**src/rtl/gtc_pkg.sv**
```systemverilog
// Shared types and constants for the transitive closure block.
// Used by gtc_cell and graph_transitive_closure; depends on nothing.
`default_nettype none
package gtc_pkg;

  localparam int NODE_W = 6;   // node index width
  localparam int ROW_W  = 64;  // reachability row width
  localparam int CNT_W  = 7;   // node count width

  // input kinds
  localparam logic KIND_EDGE = 1'b0;
  localparam logic KIND_RUN  = 1'b1;

  // cell operations
  localparam logic [2:0] OP_HOLD  = 3'd0;
  localparam logic [2:0] OP_EDGE  = 3'd1;
  localparam logic [2:0] OP_TRIM  = 3'd2;
  localparam logic [2:0] OP_PIVOT = 3'd3;
  localparam logic [2:0] OP_SHIFT = 3'd4;

  typedef struct packed {
    logic [2:0]        op;
    logic [NODE_W-1:0] src;
    logic [NODE_W-1:0] dst;
    logic [NODE_W-1:0] pivot;
    logic [CNT_W-1:0]  n;
  } gtc_ctl_t;

endpackage
`default_nettype wire

```
**src/rtl/gtc_cell.sv**
```systemverilog
// One cell of the row ring: holds a single reachability row.
// Depends on gtc_pkg for the control struct and operation codes.
`default_nettype none
module gtc_cell #(
  parameter int CELL_IDX = 0
) (
  input  wire logic                     clk,
  input  wire logic                     rst_n,
  input  wire gtc_pkg::gtc_ctl_t        ctl,
  input  wire logic [gtc_pkg::ROW_W-1:0] nbr_row,
  input  wire logic [gtc_pkg::ROW_W-1:0] pivot_row,
  output logic      [gtc_pkg::ROW_W-1:0] row_r
);
  import gtc_pkg::*;

  localparam logic [NODE_W-1:0] IDX_V = NODE_W'(CELL_IDX);
  localparam logic [CNT_W-1:0]  IDX_N = CNT_W'(CELL_IDX);

  logic [ROW_W-1:0] row_nxt;
  logic [ROW_W-1:0] keep_mask;

  // bits at or beyond the node count are dropped at run start
  always_comb begin
    for (int j = 0; j < ROW_W; j++) begin
      keep_mask[j] = (CNT_W'(j) < ctl.n);
    end
  end

  always_comb begin
    row_nxt = row_r;
    case (ctl.op)
      OP_EDGE: begin
        if (ctl.src == IDX_V) begin
          row_nxt = row_r | (ROW_W'(1) << ctl.dst);
        end
      end
      OP_TRIM:  row_nxt = (IDX_N < ctl.n) ? (row_r & keep_mask) : '0;
      // update the incoming row with the pivot row, then it moves one cell on
      OP_PIVOT: row_nxt = nbr_row | (nbr_row[ctl.pivot] ? pivot_row : '0);
      OP_SHIFT: row_nxt = nbr_row;
      default:  row_nxt = row_r;
    endcase
  end

  always_ff @(posedge clk) begin
    if (!rst_n) begin
      row_r <= '0;
    end else begin
      row_r <= row_nxt;
    end
  end

endmodule
`default_nettype wire

```
**config.mk**
```make
export PLATFORM = sky130hd
export DESIGN_NAME = gtc_cell
export DESIGN_NICKNAME = d
export VERILOG_FILES = /design/src/rtl/gtc_pkg.sv /design/src/rtl/gtc_cell.sv
export SDC_FILE = /design/constraint.sdc
export NUM_CORES = 1
export LEC_CHECK = 0
export BUFFER_PORTS_ARGS = -buffer_cell sky130_fd_sc_hd__buf_2
export CAP_MARGIN = 20
export CORE_MARGIN = 2
export CORE_UTILIZATION = 46
export CTS_CLUSTER_DIAMETER = 50
export DETAILED_ROUTE_END_ITERATION = 7
export PLACE_DENSITY_LB_ADDON = 0.1
export SYNTH_ARGS = -nofsm -noshare
export SYNTH_HDL_FRONTEND = slang
export SYNTH_SLANG_ARGS = --single-unit
```
**constraint.sdc**
```tcl
create_clock -name clk -period 2.3 [get_ports clk]
set_clock_uncertainty 0.05 [all_clocks]
set_input_delay 0.46 -clock clk [delete_from_list [all_inputs] [get_ports clk]]
set_output_delay 0.46 -clock clk [all_outputs]
set_load 0.01 [all_outputs]
```
==> run_results.csv <==
group,metric,value,unit
logic_synthesis,synth_largest_area_cell,"dfxtp_1",
placed_design,place_inst,1279,
drt,vias_per_cell,6.57,
clock_network,insertion_delay,340,ps
logic_synthesis,synth-edff-count,0,
clock_network,cts-buffers-inserted,9,
logic_synthesis,avgSynthCellArea,7.13,um^2
sta,finalHoldViolations,0,
final_layout,reg_top3,"row_r (64)",
clock_network,root_buffer,"clkbuf_16",
final_layout,regMostFlops,"row_r",
grt,grt_pass1_vias,7816,
logic_synthesis,ys_seq_area_share,20.7,%
worst_setup_path,cp_num_buf_inv,2,
final_layout,final_layout_size_suffix_gt1_share,36.9,%
final_layout,fin_util,64.4,%
worst_setup_path,cp.arrival,2480,ps
power_and_ir_drop,finalPower,4.00,mW
logic_synthesis,synthMuxAreaShare,6.84,%
sta,fin_crit,2290,ps
final_layout,stdcell_count,1303,
drt,wl_per_cell,22.0,um
logic_synthesis,synth_compound_area_share,38.9,%
sta,holdWs,305,ps
sta,tightest_slew,657,ps
drt,dr.pass1.iters,8,
sta,finalMaxSlewViolations,0,
logic_synthesis,syn-num-nets,1025,
floorplan,core_area,13200,um^2
floorplan,row_count,42,
logic_synthesis,yosys-top-cells-area,"dfxtp_1 21%, nor2_1 9.8%, o21ai_0 7.8%, o2bb2ai_1 6.5%, a211oi_2 6.1%",
sta,slew-limit-headroom,56.1,%
power_and_ir_drop,leakage,3.53,nW
drt,wirelength,28700,um
outcome,outcome,"complete, no violations",
sta,setup_viol,0,
worst_setup_path,crit_required,2490,ps
clock_network,cts_htree_levels,3,
floorplan,die_w,120,um
logic_synthesis,synth_top_family_by_area,"compound AO/OA/AOI/OAI gates",
grt,grt_start_max_net_pins,35,
drt,antenna_left,0,
final_layout,fin_area,8490,um^2
floorplan,io_pins,222,
worst_setup_path,worst_setup_path_end_kind,"flop",
logic_synthesis,synth-xor-area-share,0,%
logic_synthesis,synthAdderAreaFrac,0,%
worst_setup_path,cp_max_fo,7,
logic_synthesis,ys.flop_type,"dfxtp_1",
logic_synthesis,netlist_instances,867,
drt,drt_iter0_markers,1288,
logic_synthesis,yosysWarnings,0,
worst_setup_path,cp_slowest_stage_delay,530,ps
worst_setup_path,slowest_stage,"mux4_2",
placed_design,io_buffers,221,
power_and_ir_drop,powerDensity,471,nW/um^2
grt,grt.total_usage,38.4,%
clock_network,clkSinkCount,64,
sta,maxClockFrequency,437,MHz
floorplan,initial_core_util,46.9,%
worst_setup_path,crit_type,"in2reg",
worst_setup_path,critPathMostFrequentCell,"mux4_2",
grt,grt.overflow.total,0,
placed_design,hpwl,21000,um
logic_synthesis,ys_async_sr_fraction,0,%
power_and_ir_drop,vdd_ir_drop_max,0.345,mV
logic_synthesis,ys_ff_latch,64,
floorplan,die-area,14400,um^2
sta,period_share,99.6,%
clock_network,hold_buffers,0,
clock_network,cts_tree,"done",
logic_synthesis,synth_top_area_share,20.7,%
drt,drc,0,
grt,antenna_found_initial,0,
worst_setup_path,critPathTopFamily,"multiplexers",
logic_synthesis,synthSimpleGateAreaFrac,27.0,%
final_layout,area_growth,37.3,%
worst_setup_path,path_cells,"buf_6, mux4_2, mux4_2, nor2_4, a31oi_2, buf_12, a211oi_1, nor2_1",
placed_design,gp_congestion,0.993,
logic_synthesis,synth_area,6190,um^2
worst_setup_path,critPathLaunchType,"input pin",
job,maxCapViolations,0,
placed_design,place_area,8000,um^2
final_layout,diodes,0,
hold_path,hold_path_class,"in2reg",
floorplan,fp.dieH,120,um
final_layout,nets,1280,
final_layout,num-fill-cells,1268,
sta,rsz0062_at_grt,"yes",
grt,grt_pass1_wl,43000,um
clock_network,path_clk_slew,60,ps
logic_synthesis,ys_types,61,
clock_network,cts_buffer_depth,2,
drt,vias,8563,
final_layout,largest_register_ffs,64,
[final cells by class]
cell class,instances,area (um^2),area share (%)
Clock buffer,12,246,2.90
Clock inverter,4,20.0,0.236
Inverter,7,26.3,0.309
Multi-Input combinational cell,713,4610,54.3
Sequential cell,64,1280,15.1
Tap cell,176,220,2.59
Timing Repair Buffer,327,2090,24.6
[kinds of logic after synthesis]
kind of cell,count (synthesis)
and+or+nand+nor,356
DFF,64
muxes,23
AOI/OAI and AO/OA,332
buffers and inverters,92
[layout by cell type (no fill, tap or decap), drive strengths merged, types with 15 or more instances in the layout]
master / count
a211oi: 63
o211ai: 21
mux4: 15
clkbuf: 15
o21ai: 97
a21oi: 40
buf: 324
nor3: 53
nand3: 27
o2bb2ai: 46
nand2: 57
dfxtp: 64
nor2: 163
[metal layers]
metal / global-route usage (%) / wire (um) / up-vias
met3: 8.60 / 3770 / 132
met5: 0 / 0 / -
li1: - / - / 3814
met2: 60.1 / 12700 / 722
met4: 18.8 / 1620 / 0
met1: 49.9 / 10700 / 3895
[Yosys cell counts (6+ instances only)]
library cell,count
nand2b_1,8
clkbuf_1,60
o2bb2ai_1,46
o31ai_1,8
a211oi_1,33
o21ai_0,97
buf_1,6
mux2i_1,7
o211ai_1,21
buf_2,9
o221ai_1,11
a21oi_1,40
mux4_2,14
nand3_1,26
nand2_1,57
dfxtp_1,64
a211oi_2,30
nor3_1,53
o21a_1,10
inv_1,7
nor2_1,162
[path summary, 6_finish.rpt]
| kind | depth (start not counted) | startpoint | endpoint | slack [ps] |
|---|---|---|---|---|
| setup / recovery | 8 | ctl[9] | row_r[55] | 9 |
| hold / removal | 3 | pivot_row[33] | row_r[33] | 300 |
| setup reg to reg | 4 | row_r[45] | row_r[45] | 960 |
| hold reg to reg | 2 | row_r[42] | row_r[42] | 490 |
[metrics by stage]
stage                     TNS (ps)  setup WS (ps)
after floorplan              -3540          -98.3
after global placement      -19080           -394
after detailed placement    -22360           -475
after CTS                        0           6.75
after global routing          -183          -32.4
final                            0           9.25
[timing repair]
action,4_1_cts,5_1_grt
endpoints found under the setup margin,26,46
pin swaps,1,5
endpoints found under the hold margin,0,0
resized for setup,15,14
setup buffers,0,3
cloned,3,2
[where the power goes]
part | switching, mW | internal [mW] | leakage [nW] | total [mW]
Sequential | 0.0766 | 1.18 | 0.522 | 1.26
Combinational | 0.830 | 0.616 | 2.87 | 1.45
Clock | 0.545 | 0.752 | 0.136 | 1.30
[tightest hold or removal path: cells and delay by family]
family	cells	cell delay [ps]
buffers and inverters	1	70
AND/OR/NAND/NOR	1	70
AO/OA/AOI/OAI	1	70
Note: power is estimated with default switching activity, not from simulation.
